<file path="src/rtl/core/olblc_pkg.sv">
// Package for the one-lane bridge light controller: beat types, codes, register map.
// No dependencies.
`default_nettype none

package olblc_pkg;

	// Queue depth default
	localparam int unsigned OLBLC_QUEUE_MAX = 255;

	// Configuration port geometry
	localparam int CFG_ADDR_W = 4;
	localparam int CFG_DATA_W = 32;

	// Register indexes
	localparam logic [1:0] REG_MAX_STREAM  = 2'd0;
	localparam logic [1:0] REG_IDLE_POLL   = 2'd1;
	localparam logic [1:0] REG_CAR_GAP     = 2'd2;
	localparam logic [1:0] REG_TRAVEL      = 2'd3;

	// Register reset values
	localparam logic [3:0] RST_MAX_STREAM  = 4'd4;
	localparam logic [2:0] RST_IDLE_POLL   = 3'd2;
	localparam logic [2:0] RST_CAR_GAP     = 3'd1;
	localparam logic [2:0] RST_TRAVEL      = 3'd5;

	// Event opcodes
	localparam logic [2:0] OP_NORTH_ARRIVE = 3'd0;
	localparam logic [2:0] OP_SOUTH_ARRIVE = 3'd1;
	localparam logic [2:0] OP_NORTH_ENTER  = 3'd2;
	localparam logic [2:0] OP_SOUTH_ENTER  = 3'd3;
	localparam logic [2:0] OP_DISPATCH     = 3'd4;

	// Light codes
	localparam logic [3:0] LIGHT_RED       = 4'hA;
	localparam logic [3:0] LIGHT_NORTH     = 4'h9;
	localparam logic [3:0] LIGHT_SOUTH     = 4'h6;
	localparam logic [3:0] LIGHT_NONE      = 4'h0;

	// Bridge entry codes
	localparam logic [1:0] ADD_NONE        = 2'd0;
	localparam logic [1:0] ADD_NORTH       = 2'd1;
	localparam logic [1:0] ADD_SOUTH       = 2'd2;

	// Display saturation
	localparam logic [7:0] SHOWN_MAX       = 8'hFF;

	typedef struct packed {
		logic [2:0] opcode;
		logic [7:0] cars_on_bridge_north;
		logic [7:0] cars_on_bridge_south;
	} evt_beat_t;

	typedef struct packed {
		logic       signal_valid;
		logic [3:0] light_code;
		logic       next_tick_valid;
		logic [2:0] next_tick_seconds;
		logic [1:0] bridge_add;
		logic [7:0] north_waiting;
		logic [7:0] south_waiting;
	} res_beat_t;

	typedef struct packed {
		logic [3:0] max_stream_cars;
		logic [2:0] idle_poll_seconds;
		logic [2:0] car_gap_seconds;
		logic [2:0] travel_seconds;
	} cfg_t;

endpackage

`default_nettype wire

</file>
<file path="src/rtl/core/one_lane_bridge_light_controller.sv">
// Top level of the one-lane bridge light controller: input register, engine, result register.
// Depends on olblc_pkg, olblc_regs and olblc_engine.
//
//  channel | signals                          | direction | beat
//  --------+----------------------------------+-----------+------------------------
//  evt     | evt_valid, evt_stall, evt        | in        | opcode, bridge counts
//  res     | res_valid, res_stall, res        | out       | light, tick, counts
//  cfg     | psel, penable, pwrite, paddr ... | in        | four config registers
//
// One beat accepted per cycle while evt_stall is low; the event beat is captured in the
// input register and its result beat in the result register, with the decision logic
// between them.
// Every event beat gives exactly one result beat.
// Reset clears the queues and stream count, selects north first and loads
// the register defaults. A stalled result holds; evt_stall rises only when
// the input register is full and cannot move on into the result register.
`default_nettype none

module one_lane_bridge_light_controller
	import olblc_pkg::*;
#(
	parameter int unsigned QUEUE_MAX = OLBLC_QUEUE_MAX
) (
	input  wire logic                  clk,
	input  wire logic                  arst_n,
	input  wire logic                  evt_valid,
	output logic                       evt_stall,
	input  wire evt_beat_t             evt,
	output logic                       res_valid,
	input  wire logic                  res_stall,
	output res_beat_t                  res,
	input  wire logic                  psel,
	input  wire logic                  penable,
	input  wire logic                  pwrite,
	input  wire logic [CFG_ADDR_W-1:0] paddr,
	input  wire logic [CFG_DATA_W-1:0] pwdata,
	output logic      [CFG_DATA_W-1:0] prdata,
	output logic                       pready
);

	cfg_t      cfg;
	evt_beat_t evt_s1;
	logic      vld_s1;
	res_beat_t res_s2;
	logic      vld_s2;
	res_beat_t res_d;
	logic      adv;
	logic      take;

	olblc_regs u_regs (
		.clk     (clk),
		.arst_n  (arst_n),
		.psel    (psel),
		.penable (penable),
		.pwrite  (pwrite),
		.paddr   (paddr),
		.pwdata  (pwdata),
		.prdata  (prdata),
		.pready  (pready),
		.cfg     (cfg)
	);

	olblc_engine #(
		.QUEUE_MAX (QUEUE_MAX)
	) u_engine (
		.clk    (clk),
		.arst_n (arst_n),
		.fire   (adv),
		.evt    (evt_s1),
		.cfg    (cfg),
		.res    (res_d)
	);

	// Handshake
	assign adv       = vld_s1 & (~vld_s2 | ~res_stall);
	assign evt_stall = vld_s1 & ~adv;
	assign take      = evt_valid & ~evt_stall;

	// Input register
	always_ff @(posedge clk or negedge arst_n) begin
		if (!arst_n) begin
			vld_s1 <= 1'b0;
		end else if (take) begin
			vld_s1 <= 1'b1;
		end else if (adv) begin
			vld_s1 <= 1'b0;
		end
	end

	always_ff @(posedge clk) begin
		if (take) begin
			evt_s1 <= evt;
		end
	end

	// Result register
	always_ff @(posedge clk or negedge arst_n) begin
		if (!arst_n) begin
			vld_s2 <= 1'b0;
		end else if (adv) begin
			vld_s2 <= 1'b1;
		end else if (!res_stall) begin
			vld_s2 <= 1'b0;
		end
	end

	always_ff @(posedge clk) begin
		if (adv) begin
			res_s2 <= res_d;
		end
	end

	assign res_valid = vld_s2;
	assign res       = res_s2;

endmodule

`default_nettype wire

</file>
<file path="src/rtl/core/olblc_regs.sv">
// Configuration register file of the bridge light controller, APB-style slave.
// Depends on olblc_pkg.
`default_nettype none

module olblc_regs
	import olblc_pkg::*;
(
	input  wire logic                  clk,
	input  wire logic                  arst_n,
	input  wire logic                  psel,
	input  wire logic                  penable,
	input  wire logic                  pwrite,
	input  wire logic [CFG_ADDR_W-1:0] paddr,
	input  wire logic [CFG_DATA_W-1:0] pwdata,
	output logic      [CFG_DATA_W-1:0] prdata,
	output logic                       pready,
	output cfg_t                       cfg
);

	cfg_t        cfg_q;
	logic        wr_en;
	logic [1:0]  reg_idx;

	assign pready  = 1'b1;
	assign wr_en   = psel & penable & pwrite;
	assign reg_idx = paddr[3:2];
	assign cfg     = cfg_q;

	// Register writes, masked to field width
	always_ff @(posedge clk or negedge arst_n) begin
		if (!arst_n) begin
			cfg_q.max_stream_cars   <= RST_MAX_STREAM;
			cfg_q.idle_poll_seconds <= RST_IDLE_POLL;
			cfg_q.car_gap_seconds   <= RST_CAR_GAP;
			cfg_q.travel_seconds    <= RST_TRAVEL;
		end else if (wr_en) begin
			unique case (reg_idx)
				REG_MAX_STREAM: cfg_q.max_stream_cars   <= pwdata[3:0];
				REG_IDLE_POLL:  cfg_q.idle_poll_seconds <= pwdata[2:0];
				REG_CAR_GAP:    cfg_q.car_gap_seconds   <= pwdata[2:0];
				REG_TRAVEL:     cfg_q.travel_seconds    <= pwdata[2:0];
				default: ;
			endcase
		end
	end

	// Read back
	always_comb begin
		unique case (reg_idx)
			REG_MAX_STREAM: prdata = {28'd0, cfg_q.max_stream_cars};
			REG_IDLE_POLL:  prdata = {29'd0, cfg_q.idle_poll_seconds};
			REG_CAR_GAP:    prdata = {29'd0, cfg_q.car_gap_seconds};
			REG_TRAVEL:     prdata = {29'd0, cfg_q.travel_seconds};
			default:        prdata = '0;
		endcase
	end

endmodule

`default_nettype wire

</file>
<file path="src/rtl/core/olblc_engine.sv">
// Queue counters, stream state and dispatch decision of the bridge light controller.
// Depends on olblc_pkg.
`default_nettype none

module olblc_engine
	import olblc_pkg::*;
#(
	parameter int unsigned QUEUE_MAX = OLBLC_QUEUE_MAX
) (
	input  wire logic      clk,
	input  wire logic      arst_n,
	input  wire logic      fire,
	input  wire evt_beat_t evt,
	input  wire cfg_t      cfg,
	output res_beat_t      res
);

	localparam int QW = $clog2(QUEUE_MAX + 1);
	localparam int SW = (QW > 8) ? QW : 8;
	localparam logic [QW-1:0] QMAX = QW'(QUEUE_MAX);

	logic [QW-1:0] north_q, south_q;
	logic          serving_north_q;
	logic [3:0]    stream_count_q;

	logic [QW-1:0] north_d, south_d;
	logic          serving_north_d;
	logic [3:0]    stream_count_d;
	logic [SW-1:0] north_ext, south_ext;

	// Event decode and dispatch decision
	always_comb begin
		north_d         = north_q;
		south_d         = south_q;
		serving_north_d = serving_north_q;
		stream_count_d  = stream_count_q;
		res             = '0;

		case (evt.opcode)
			OP_NORTH_ARRIVE: begin
				if (north_q < QMAX) north_d = north_q + QW'(1);
			end
			OP_SOUTH_ARRIVE: begin
				if (south_q < QMAX) south_d = south_q + QW'(1);
			end
			OP_NORTH_ENTER: begin
				if (north_q != '0) north_d = north_q - QW'(1);
				res.bridge_add = ADD_NORTH;
			end
			OP_SOUTH_ENTER: begin
				if (south_q != '0) south_d = south_q - QW'(1);
				res.bridge_add = ADD_SOUTH;
			end
			OP_DISPATCH: begin
				res.next_tick_valid = 1'b1;
				if (north_q == '0 && south_q == '0) begin
					res.signal_valid      = 1'b1;
					res.light_code        = LIGHT_RED;
					res.next_tick_seconds = cfg.idle_poll_seconds;
				end else if (south_q == '0) begin
					// only north waits: hold while southbound cars clear
					if (evt.cars_on_bridge_south != 8'd0) begin
						res.next_tick_seconds = cfg.travel_seconds;
					end else begin
						res.signal_valid      = 1'b1;
						res.light_code        = LIGHT_NORTH;
						res.next_tick_seconds = cfg.car_gap_seconds;
					end
				end else if (north_q == '0) begin
					if (evt.cars_on_bridge_north != 8'd0) begin
						res.next_tick_seconds = cfg.travel_seconds;
					end else begin
						res.signal_valid      = 1'b1;
						res.light_code        = LIGHT_SOUTH;
						res.next_tick_seconds = cfg.car_gap_seconds;
					end
				end else begin
					// both wait: stream, then red gap and swap sides
					res.signal_valid = 1'b1;
					if (stream_count_q < cfg.max_stream_cars) begin
						res.light_code        = serving_north_q ? LIGHT_NORTH : LIGHT_SOUTH;
						stream_count_d        = stream_count_q + 4'd1;
						res.next_tick_seconds = cfg.car_gap_seconds;
					end else begin
						serving_north_d       = ~serving_north_q;
						stream_count_d        = 4'd0;
						res.light_code        = LIGHT_RED;
						res.next_tick_seconds = cfg.travel_seconds;
					end
				end
			end
			default: ;
		endcase

		// Displayed counts saturate at 255
		north_ext = SW'(north_d);
		south_ext = SW'(south_d);
		res.north_waiting = (north_ext > SW'(SHOWN_MAX)) ? SHOWN_MAX : north_ext[7:0];
		res.south_waiting = (south_ext > SW'(SHOWN_MAX)) ? SHOWN_MAX : south_ext[7:0];
	end

	// State update on each processed beat
	always_ff @(posedge clk or negedge arst_n) begin
		if (!arst_n) begin
			north_q         <= '0;
			south_q         <= '0;
			serving_north_q <= 1'b1;
			stream_count_q  <= 4'd0;
		end else if (fire) begin
			north_q         <= north_d;
			south_q         <= south_d;
			serving_north_q <= serving_north_d;
			stream_count_q  <= stream_count_d;
		end
	end

endmodule

`default_nettype wire

</file>
<file path="config.mk">
export PLATFORM = sky130hd
export DESIGN_NAME = one_lane_bridge_light_controller
export DESIGN_NICKNAME = d
export VERILOG_FILES = /design/src/rtl/core/olblc_pkg.sv /design/src/rtl/core/one_lane_bridge_light_controller.sv /design/src/rtl/core/olblc_regs.sv /design/src/rtl/core/olblc_engine.sv
export SDC_FILE = /design/constraint.sdc
export NUM_CORES = 1
export LEC_CHECK = 0
export ABC_AREA = 1
export BUFFER_PORTS_ARGS = -buffer_cell sky130_fd_sc_hd__buf_2
export CORE_ASPECT_RATIO = 1.2
export CORE_MARGIN = 2
export CORE_UTILIZATION = 50
export DETAILED_ROUTE_END_ITERATION = 12
export GPL_TIMING_DRIVEN = 0
export PLACE_DENSITY = 0.82
export SLEW_MARGIN = 20
export SYNTH_ARGS = -nofsm -noshare
export SYNTH_HDL_FRONTEND = slang
export SYNTH_SLANG_ARGS = --single-unit
</file>
<file path="constraint.sdc">
create_clock -name clk -period 5.27 [get_ports clk]
set_input_delay 0.527 -clock clk [delete_from_list [all_inputs] [get_ports clk]]
set_output_delay 0.527 -clock clk [all_outputs]
set_load 0.05 [all_outputs]
</file>
==> results.json, run 1 <==
{
  "status": "finished clean",
  "ys_types": 33,
  "numClockSinks": 82,
  "tns_ns": 0,
  "power_density_mw_per_mm2": 479,
  "drv_slew": 0,
  "root_buffer": "clkbuf_8",
  "wirelength_um": 9950,
  "p_leak_uw": 0.00273,
  "num-nets-final": 757,
  "hold_ws_ns": 0.278,
  "max_stage_delay_ns": 0.55,
  "core_area_mm2": 0.00913,
  "rows": 38,
  "total_power_uw": 2630,
  "cp-end-kind": "output port",
  "wire_per_inst_um": 12.3,
  "cp.arrival_ns": 1.59,
  "final_common_cell": "nand2_1",
  "vias": 4026,
  "h-tree-depth": 3,
  "grt_pass1_vias": 3809,
  "fmax_mhz": 472,
  "reg2reg_slack_ns": 3.17,
  "setup_viol": 0,
  "clk_pin_slew_worst_paths_ns": 0.08,
  "grt_max_degree": 37,
  "syn_inst": 585,
  "critical_path.max_fanout": 3,
  "insertedDiodeCount": 0,
  "netlist_area_mm2": 0.00475,
  "vdd_ir_drop_max_mv": 0.226,
  "grt-ovfl-total": 0,
  "path_class": "reg -> out",
  "ant_nets": 0,
  "dp_slack_ns": 3.04,
  "r2r_start": "u_engine.south_q[0]",
  "gp_congestion": 0.886,
  "min_period_over_period": 0.402,
  "grt_pass1_wl_um": 16900,
  "antenna_found_initial": 0,
  "cts_max_path_buffers": 2,
  "sw_frac_of_total": 0.470,
  "clock_latency_ns": 0.36,
  "track_usage": 0.203,
  "clkPwrFrac": 0.150,
  "rr_endpoint": "res[19]",
  "slew_headroom": 0.409,
  "path_cells": "inv_1, o22ai_1, a21oi_1, o21ai_0, buf_2",
  "tightest_slew_ns": 0.886,
  "finalWorstSetupSlack_ns": 3.15,
  "die_w_um": 93.0,
  "drtPass1Iterations": 5,
  "dpl.hpwl_um": 7430,
  "start_util": 0.520,
  "cts_buffers": 9,
  "critPathRequiredTime_ns": 4.74,
  "min_period_ns": 2.12,
  "hold_viol": 0,
  "pwr-share-comb": 0.483,
  "p_seq_frac": 0.367,
  "syn_avg_cell_area_um2": 8.12,
  "hold_class": "in -> async",
  "rsz0062_at_grt": "no",
  "post-route-util": 0.601,
  "r2r_cells": 11,
  "io_pins": 124,
  "ys_ff_latch": 82,
  "ys_seq_area_frac": 0.482,
  "cts_hold_buf": 0,
  "areaGrowthSynthToFinish_pct": 15.5,
  "tritoncts": "yes",
  "skew_ns": 0.0129,
  "cp_slowest_cell": "dfstp_2",
  "drc_errors": 0,
  "p_switching_uw": 1230,
  "final_cell_mix": "191 x nand2_1, 69 x buf_2, 68 x nand3_1",
  "fp.dieH_um": 111,
  "crit_start": "u_regs.cfg[2]",
  "cap_viol_max_count": 0,
  "die_area_mm2": 0.0103,
  "dr.first_iter.drc_count": 290,
  "internal_power_uw": 1390,
  "crit_path_start_kind": "flip-flop",
  "drive_gt1_frac": 0.214,
  "post_cts_buffers": 0,
  "avgViaCountPerCell": 4.96,
  "io_buffers": 64,
  "ys_warn_count": 0,
  "cts_resized": 0
}
==> layer usage <==
layer / GRT usage / part of all wire
met1: 0.249 / 0.41
met3: 0.0340 / 0.066
met4: 0.0716 / 0.015
met5: 0 / 0
met2: 0.358 / 0.51
==> power by group through the flow <==
stage	Sequential (uW)	Combinational (uW)	Clock (uW)
2_1_floorplan	1100	865	0
3_3_place_gp	966	1210	0
3_5_place_dp	973	1250	0
4_1_cts	961	1260	401
5_1_grt	980	1420	435
6_report	963	1270	394
==> state kept, by name, indices dropped and copies added (netlist names) <==
name and cells:
u_regs.cfg 13, u_engine.north_q 8, u_engine.serving_north_q 1, res 27, vld_s1 1, u_engine.stream_count_q 4, u_engine.south_q 8, res_valid 1
evt_s1 19
==> layout make-up <==
type | instances | area [um^2]
Inverter | 65 | 246
Sequential cell | 82 | 2290
Clock inverter | 5 | 31.3
Buffer | 37 | 262
Clock buffer | 11 | 131
Timing Repair Buffer | 64 | 320
Multi-Input combinational cell | 428 | 2050
Fill cell | 812 | 3640
Tap cell | 120 | 150
==> metrics by stage <==
stage	area, um^2	std cells
after floorplan	4850	612
after global placement	5320	796
after detailed placement	5320	796
after CTS	5490	812
after global routing	5490	812
final	5490	812
==> worst max-delay path by stage <==
stage,endpoint,slack (ns),depth (start not counted)
after floorplan,prdata[1],2.90,3
after global placement,res[22],3.05,5
after detailed placement,res[1],3.04,5
after CTS,prdata[2],3.14,5
after global routing,res[19],3.00,11
final,prdata[2],3.15,5
==> synth_stat cells, drive strengths merged <==
master | n | area (um^2)
a211oi | 1 | 7.51
a21oi | 9 | 45.0
and2 | 2 | 13.8
and3 | 1 | 6.26
buf | 35 | 254
clkbuf | 2 | 7.51
conb | 2 | 7.51
dfrtp | 30 | 751
dfstp | 6 | 158
edfxtp | 46 | 1380
ha | 8 | 100
inv | 65 | 246
nand2 | 197 | 754
nand3 | 72 | 380
nand4 | 6 | 37.5
nor2 | 52 | 279
nor3 | 2 | 32.5
o2111ai | 1 | 8.76
o21ai | 36 | 180
o22ai | 1 | 6.26
or2 | 1 | 6.26
xor2 | 10 | 87.6
==> worst max-delay path, delay by kind of cell (launching register included) <==
family	cells	cell delay (ns)
buffers and inverters	2	0.36
AOI/OAI and AO/OA	3	0.31
DFF	1	0.55
==> cell families (layout without fill, tap and decap cells) <==
| group | after synthesis | count (layout) | synth area share |
|---|---|---|---|
| buffers and inverters | 102 | 182 | 0.107 |
| AO/OA/AOI/OAI | 48 | 48 | 0.0521 |
| adder cells (fa/ha/maj) | 8 | 8 | 0.0211 |
| other | 2 | 29 | 0.00158 |
| XOR/XNOR | 10 | 10 | 0.0184 |
| AND/OR/NAND/NOR | 333 | 333 | 0.318 |
| flip-flops | 82 | 82 | 0.482 |
(Power assumes the default switching activity.)
==> run 2: changes to the inputs <==
==> constraint.sdc (replaced) <==
create_clock -name clk -period 1.96 [get_ports clk]
set_input_delay 0.196 -clock clk [delete_from_list [all_inputs] [get_ports clk]]
set_output_delay 0.196 -clock clk [all_outputs]
set_load 0.05 [all_outputs]
==> results.json, run 2 (same netlist as run 1, synthesis figures left out) <==
{
  "drv_slew": 0,
  "cp_slowest_cell": "dfstp_2",
  "grt_pass1_wl_um": 17500,
  "slew_headroom": 0.412,
  "io_pins": 124,
  "gp_congestion": 0.871,
  "die_w_um": 93.0,
  "hold_start": "evt_valid",
  "tightest_slew_ns": 0.882,
  "final_cell_mix": "190 x nand2_1, 68 x nand3_1, 68 x buf_2",
  "critPathRequiredTime_ns": 2.09,
  "cts_buffers": 9,
  "holdPathEnd": "vld_s1",
  "p_seq_frac": 0.343,
  "largest_register_ffs": 27,
  "tritoncts": "yes",
  "dpl.hpwl_um": 7530,
  "grt_pass1_vias": 3955,
  "core_area_mm2": 0.00913,
  "rows": 38,
  "max_stage_delay_ns": 0.54,
  "crit_path_start_kind": "flip-flop",
  "setup_viol": 0,
  "clkPwrFrac": 0.169,
  "drtPass1Iterations": 5,
  "reg2reg_slack_ns": 0.1,
  "cap_viol_max_count": 0,
  "final_cell_area_mm2": 0.00582,
  "vdd_ir_drop_max_mv": 0.614,
  "drc_errors": 0,
  "pwr-share-comb": 0.488,
  "wirelength_um": 10700,
  "areaGrowthSynthToFinish_pct": 22.5,
  "rr_endpoint": "res[23]",
  "path_class": "reg -> reg",
  "hold_class": "in -> reg",
  "r2r_cells": 8,
  "track_usage": 0.212,
  "finalWorstSetupSlack_ns": 0.0973,
  "io_buffers": 64,
  "total_power_uw": 7570,
  "insertedDiodeCount": 0,
  "avgViaCountPerCell": 4.97,
  "skew_ns": 0.0112,
  "internal_power_uw": 4120,
  "power_density_mw_per_mm2": 1300,
  "vias": 4164,
  "antenna_found_initial": 0,
  "worstHoldPathCells": 3,
  "timing.critical_path.mode_cell": "inv_1",
  "final_common_cell": "nand2_1",
  "fp.dieH_um": 111,
  "drive_gt1_frac": 0.227,
  "r2r_start": "u_regs.cfg[11]",
  "p_switching_uw": 3450,
  "hold_viol": 0,
  "post-route-util": 0.638,
  "grt_max_degree": 37,
  "cts_max_path_buffers": 2,
  "dpl_cell_area_mm2": 0.00533,
  "min_period_over_period": 0.950,
  "fmax_mhz": 537,
  "p_leak_uw": 0.00287,
  "num-nets-final": 783,
  "root_buffer": "clkbuf_8",
  "ant_nets": 0,
  "min_period_ns": 1.86,
  "path_cells": "inv_1, ha_1, a21oi_1, nand2_2, inv_1, nand3_1, inv_1, nor2_1",
  "dr.first_iter.drc_count": 301,
  "status": "finished clean",
  "critical_path.max_fanout": 6,
  "start_util": 0.520,
  "numClockSinks": 82,
  "cp-end-kind": "flip-flop",
  "grt-ovfl-total": 0,
  "cp.arrival_ns": 1.99,
  "sw_frac_of_total": 0.456,
  "h-tree-depth": 3,
  "dp_slack_ns": -0.0883,
  "wire_per_inst_um": 12.8,
  "clk_pin_slew_worst_paths_ns": 0.08,
  "die_area_mm2": 0.0103,
  "clock_latency_ns": 0.37
}
run 2: cell types whose count changed in the layout (fill, tap and decap cells not counted), sizes merged:
cell | before | now
buf | 99 | 105
dlygate4sd3 | 0 | 20
bufinv | 0 | 1
clkinv | 2 | 1
run 2: worst max path at each step:
stage,from,end,slack [ns],cells after the start
CTS,u_engine.south_q[0],res[19],0.02,11
detailed placement,res_valid,res[1],-0.09,4
global placement,res_valid,res[22],-0.05,4
finish,u_regs.cfg[11],res[23],0.1,8
global route,u_engine.north_q[1],res[13],-0.003,8
floorplan,res_valid,res[0],0.04,4
run 2: metal layers:
metal  routed length [um]  vias up  global-route usage  share of wire
li1                     -     2090                   -              -
met1                 4390     1910               0.260           0.41
met2                 5430      144               0.362           0.51
met3                  638       20              0.0354          0.060
met4                  232        0               0.100          0.022
met5                    0        -                   0              0
run 2: stage by stage:
step,cells,hold slack (ns),TNS (ns)
2_1_floorplan,612,-0.0996,0
3_3_place_gp,796,0.352,-1.27
3_5_place_dp,796,0.365,-2.47
4_1_cts,830,0.000138,0
5_1_grt,838,0.0608,-0.00330
6_report,838,0.0585,0
run 2: layout make-up:
cell class,count,area (um^2)
Buffer,37,268
Clock buffer,11,141
Clock inverter,5,62.6
Fill cell,774,3310
Inverter,65,249
Multi-Input combinational cell,428,2090
Sequential cell,82,2290
Tap cell,120,150
Timing Repair Buffer,90,566
run 2: repair_timing:
action | 4_1_cts | 5_1_grt
endpoints found under the hold margin | 47 | 2
hold buffers | 18 | 2
pin swaps | 1 | 3
resized for setup | 3 | 10
buffers inserted | 0 | 6
endpoints found under the setup margin | 33 | 21
run 2: critical path, delay by kind of cell, from the launching register on:
| kind | cells | cell delay [ns] |
|---|---|---|
| buffers and inverters | 3 | 0.24 |
| DFF | 1 | 0.54 |
| adders and majority gates | 1 | 0.19 |
| and+or+nand+nor | 3 | 0.31 |
| AOI/OAI and AO/OA | 1 | 0.34 |
run 2: power groups by stage:
stage	sequential, uW	clock, uW	combinational (uW)
floorplan	2970	0	2330
global placement	2600	0	3260
detailed placement	2620	0	3360
CTS	2580	1290	3420
global route	2640	1370	4090
finish	2590	1280	3690
==> run 3: changes to the inputs <==
--- a/config.mk
+++ b/config.mk
@@ -16,4 +16,5 @@
 export SLEW_MARGIN = 20
 export SYNTH_ARGS = -nofsm -noshare
 export SYNTH_HDL_FRONTEND = slang
+export SYNTH_HIERARCHICAL = 1
 export SYNTH_SLANG_ARGS = --single-unit
==> results.json, run 3 <==
{
  "status": "finished, violations left",
  "violations": "negative hold slack",
  "io_buffers": 62,
  "synth_most_common_cell": "nand2_1",
  "drc_errors": 0,
  "max_stage_delay_ns": 0.43,
  "ys_warn_count": 6,
  "grt_pass1_wl_um": 18100,
  "final_common_cell": "nand2_1",
  "drtPass1Iterations": 5,
  "hold_ws_ns": -0.0338,
  "gp_congestion": 0.938,
  "cts_buffers": 9,
  "track_usage": 0.218,
  "synthMuxAreaShare": 0,
  "synth_edf_count": 46,
  "dpl.cell_count": 795,
  "grt-ovfl-total": 0,
  "ys_types": 41,
  "netlist_area_mm2": 0.00490,
  "clock_latency_ns": 0.34,
  "numClockSinks": 82,
  "min_period_over_period": 0.944,
  "cap_viol_max_count": 0,
  "tightest_slew_ns": 0.863,
  "synth.top_cells.by_area": "edfxtp_1 28%, dfrtp_1 15%, nand2_1 14%",
  "ys_seq_area_frac": 0.468,
  "synthFlopType": "edfxtp_1",
  "die_area_mm2": 0.0106,
  "tritoncts": "yes",
  "h-tree-depth": 3,
  "path_class": "reg -> reg",
  "vdd_ir_drop_max_mv": 0.587,
  "critical_path.max_fanout": 6,
  "final_cells": 813,
  "insertedDiodeCount": 0,
  "core_area_mm2": 0.00952,
  "synth_compound_area_frac": 0.0544,
  "crit_path_start_kind": "flip-flop",
  "p_switching_uw": 3300,
  "p_seq_frac": 0.335,
  "post-route-util": 0.614,
  "grt_max_degree": 37,
  "synth_top_family_by_area": "simple AND/OR/NAND/NOR gates",
  "cp_slowest_cell": "dfrtp_2",
  "grt_pass1_vias": 4096,
  "p_leak_uw": 0.00287,
  "num-nets-final": 755,
  "hold_class": "in -> async",
  "skew_ns": 0.00453,
  "clkPwrFrac": 0.221,
  "cp.arrival_ns": 2.04,
  "antenna_found_initial": 0,
  "fmax_mhz": 540,
  "start_util": 0.515,
  "largest_register_ffs": 27,
  "wirelength_um": 11100,
  "worstPathBufferInverterCount": 1,
  "areaGrowthSynthToFinish_pct": 19.3,
  "synth_top_area_cell": "edfxtp_1",
  "vias": 4230,
  "synthSimpleGateAreaFrac": 0.316,
  "async_flop_share": 0.439,
  "power_density_mw_per_mm2": 1320,
  "setup_viol": 0,
  "wire_per_inst_um": 13.7,
  "timing.critical_path.mode_cell": "nand2_1",
  "final_cell_mix": "180 x nand2_1, 64 x nand3_1, 63 x buf_2",
  "yosys-top-cells-count": "182 x nand2_1, 64 x nand3_1, 57 x inv_1, 46 x edfxtp_1, 33 x nor2_1",
  "dpl.hpwl_um": 7870,
  "fp.dieH_um": 112,
  "ant_nets": 0,
  "hold_viol": 30,
  "die_w_um": 94.3,
  "min_period_ns": 1.85,
  "rows": 39,
  "root_buffer": "clkbuf_16",
  "path_delay_family": "simple AND/OR/NAND/NOR gates",
  "drive_gt1_frac": 0.257,
  "avgViaCountPerCell": 5.20,
  "critPathRequiredTime_ns": 2.15,
  "reg2reg_slack_ns": 0.11,
  "syn_inst": 583,
  "ys_ff_latch": 82,
  "slew_headroom": 0.424,
  "pwr-share-comb": 0.444,
  "netlist.area_leader.share": 0.282,
  "drv_slew": 0,
  "path_cells": "ha_1, nand2_1, inv_1, nand4_1, nand2_1, o21ai_0, nand2_1, nand2_1, nand2_1, o21ai_0",
  "internal_power_uw": 4430,
  "cp-end-kind": "flip-flop",
  "sw_frac_of_total": 0.427,
  "cts_max_path_buffers": 2,
  "dr.first_iter.drc_count": 215,
  "n_fill_cell": 790,
  "synth_fa_ha_area_frac": 0.0204,
  "synth_xor_xnor_area_share": 0.0233,
  "rsz0062_at_grt": "yes",
  "io_pins": 124,
  "clk_pin_slew_worst_paths_ns": 0.06,
  "syn_avg_cell_area_um2": 8.40
}
run 3: changes by cell type in the layout (fill, tap and decap cells not counted), moves of 4 or more:
cell	change
buf_2	-5
buf_6	+4
clkbuf_16	+9
clkbuf_8	-7
dlygate4sd3_1	-20
inv_1	-4
inv_2	+5
nand2_1	-10
nand2_4	+4
nand3_1	-4
nor2_1	-5
o21ai_0	-9
o21ai_1	+4
o21bai_1	+4
run 3: layout make-up:
class                   instances  area (um^2)  share of cell area
multi-input cells             423         2190               0.375
clock buffers                  14          274              0.0469
repair buffers                 63          318              0.0544
flip-flops and latches         82         2290               0.393
clock inverters                 2         35.0             0.00600
inverters                      67          269              0.0461
well taps                     123          154              0.0264
plain buffers                  39          309              0.0529
run 3: logic make-up after synthesis:
kind of cell	after synthesis
and+or+nand+nor	324
DFF	82
xor gates and xnor gates	13
AOI/OAI and AO/OA	48
other	2
adders and majority gates	8
buffers and inverters	106
run 3: final timing paths:
kind / to / from / depth (start not counted)
hold / removal: u_engine/north_q[7] / arst_n / 1
setup reg to reg: u_engine/south_q[0] / u_engine/south_q[0] / 10
setup / recovery: u_engine/south_q[0] / u_engine/south_q[0] / 10
max in group asynchronous: u_engine/south_q[1] / arst_n / 1
hold reg to reg: u_regs/cfg[11] / u_regs/cfg[11] / 2
min in group clk: evt_s1[9] / evt[9] / 1
run 3: timing repair:
item,4_1_cts,5_1_grt
pin swaps,1,0
hold buffers,0,0
gates resized for setup,2,11
gates cloned,1,0
setup endpoints to repair,23,22
buffers inserted,1,0
hold endpoints to repair,0,0
run 3: per-layer routing:
metal	vias up	routed length, um	global-route usage
met1	1932	4030	0.236
met5	-	0	0
met2	216	5790	0.383
li1	2037	-	-
met4	0	494	0.138
met3	45	831	0.0436
run 3: worst register-to-register path, stage by stage, from the launching register on:
cell	delay, ns
dfrtp_2	0.43
ha_1	0.22
nand2_1	0.08
inv_1	0.12
nand4_1	0.27
nand2_1	0.17
o21ai_0	0.09
nand2_1	0.07
nand2_1	0.08
nand2_1	0.09
o21ai_0	0.09
run 3: power by group through the flow:
stage	combinational (uW)	sequential, uW	clock, uW
2_1_floorplan	2280	2940	0
3_3_place_gp	3160	2590	0
3_5_place_dp	3290	2610	0
4_1_cts	3340	2580	1740
5_1_grt	3730	2640	1840
6_report	3430	2590	1710
run 3: per-stage QoR:
| stage | setup TNS (ns) | hold WS, ns | total power (uW) | worst slack [ns] | area [um^2] |
|---|---|---|---|---|---|
| after floorplan | 0 | -0.0996 | 5210 | 0.0330 | 5020 |
| after global placement | -3.59 | 0.344 | 5750 | -0.226 | 5480 |
| after detailed placement | -4.68 | 0.361 | 5900 | -0.296 | 5480 |
| after CTS | 0 | 0.00552 | 7660 | 0.00106 | 5810 |
| after global routing | -0.00755 | 0.0189 | 8200 | -0.00755 | 5840 |
| final | 0 | -0.0338 | 7730 | 0.109 | 5840 |
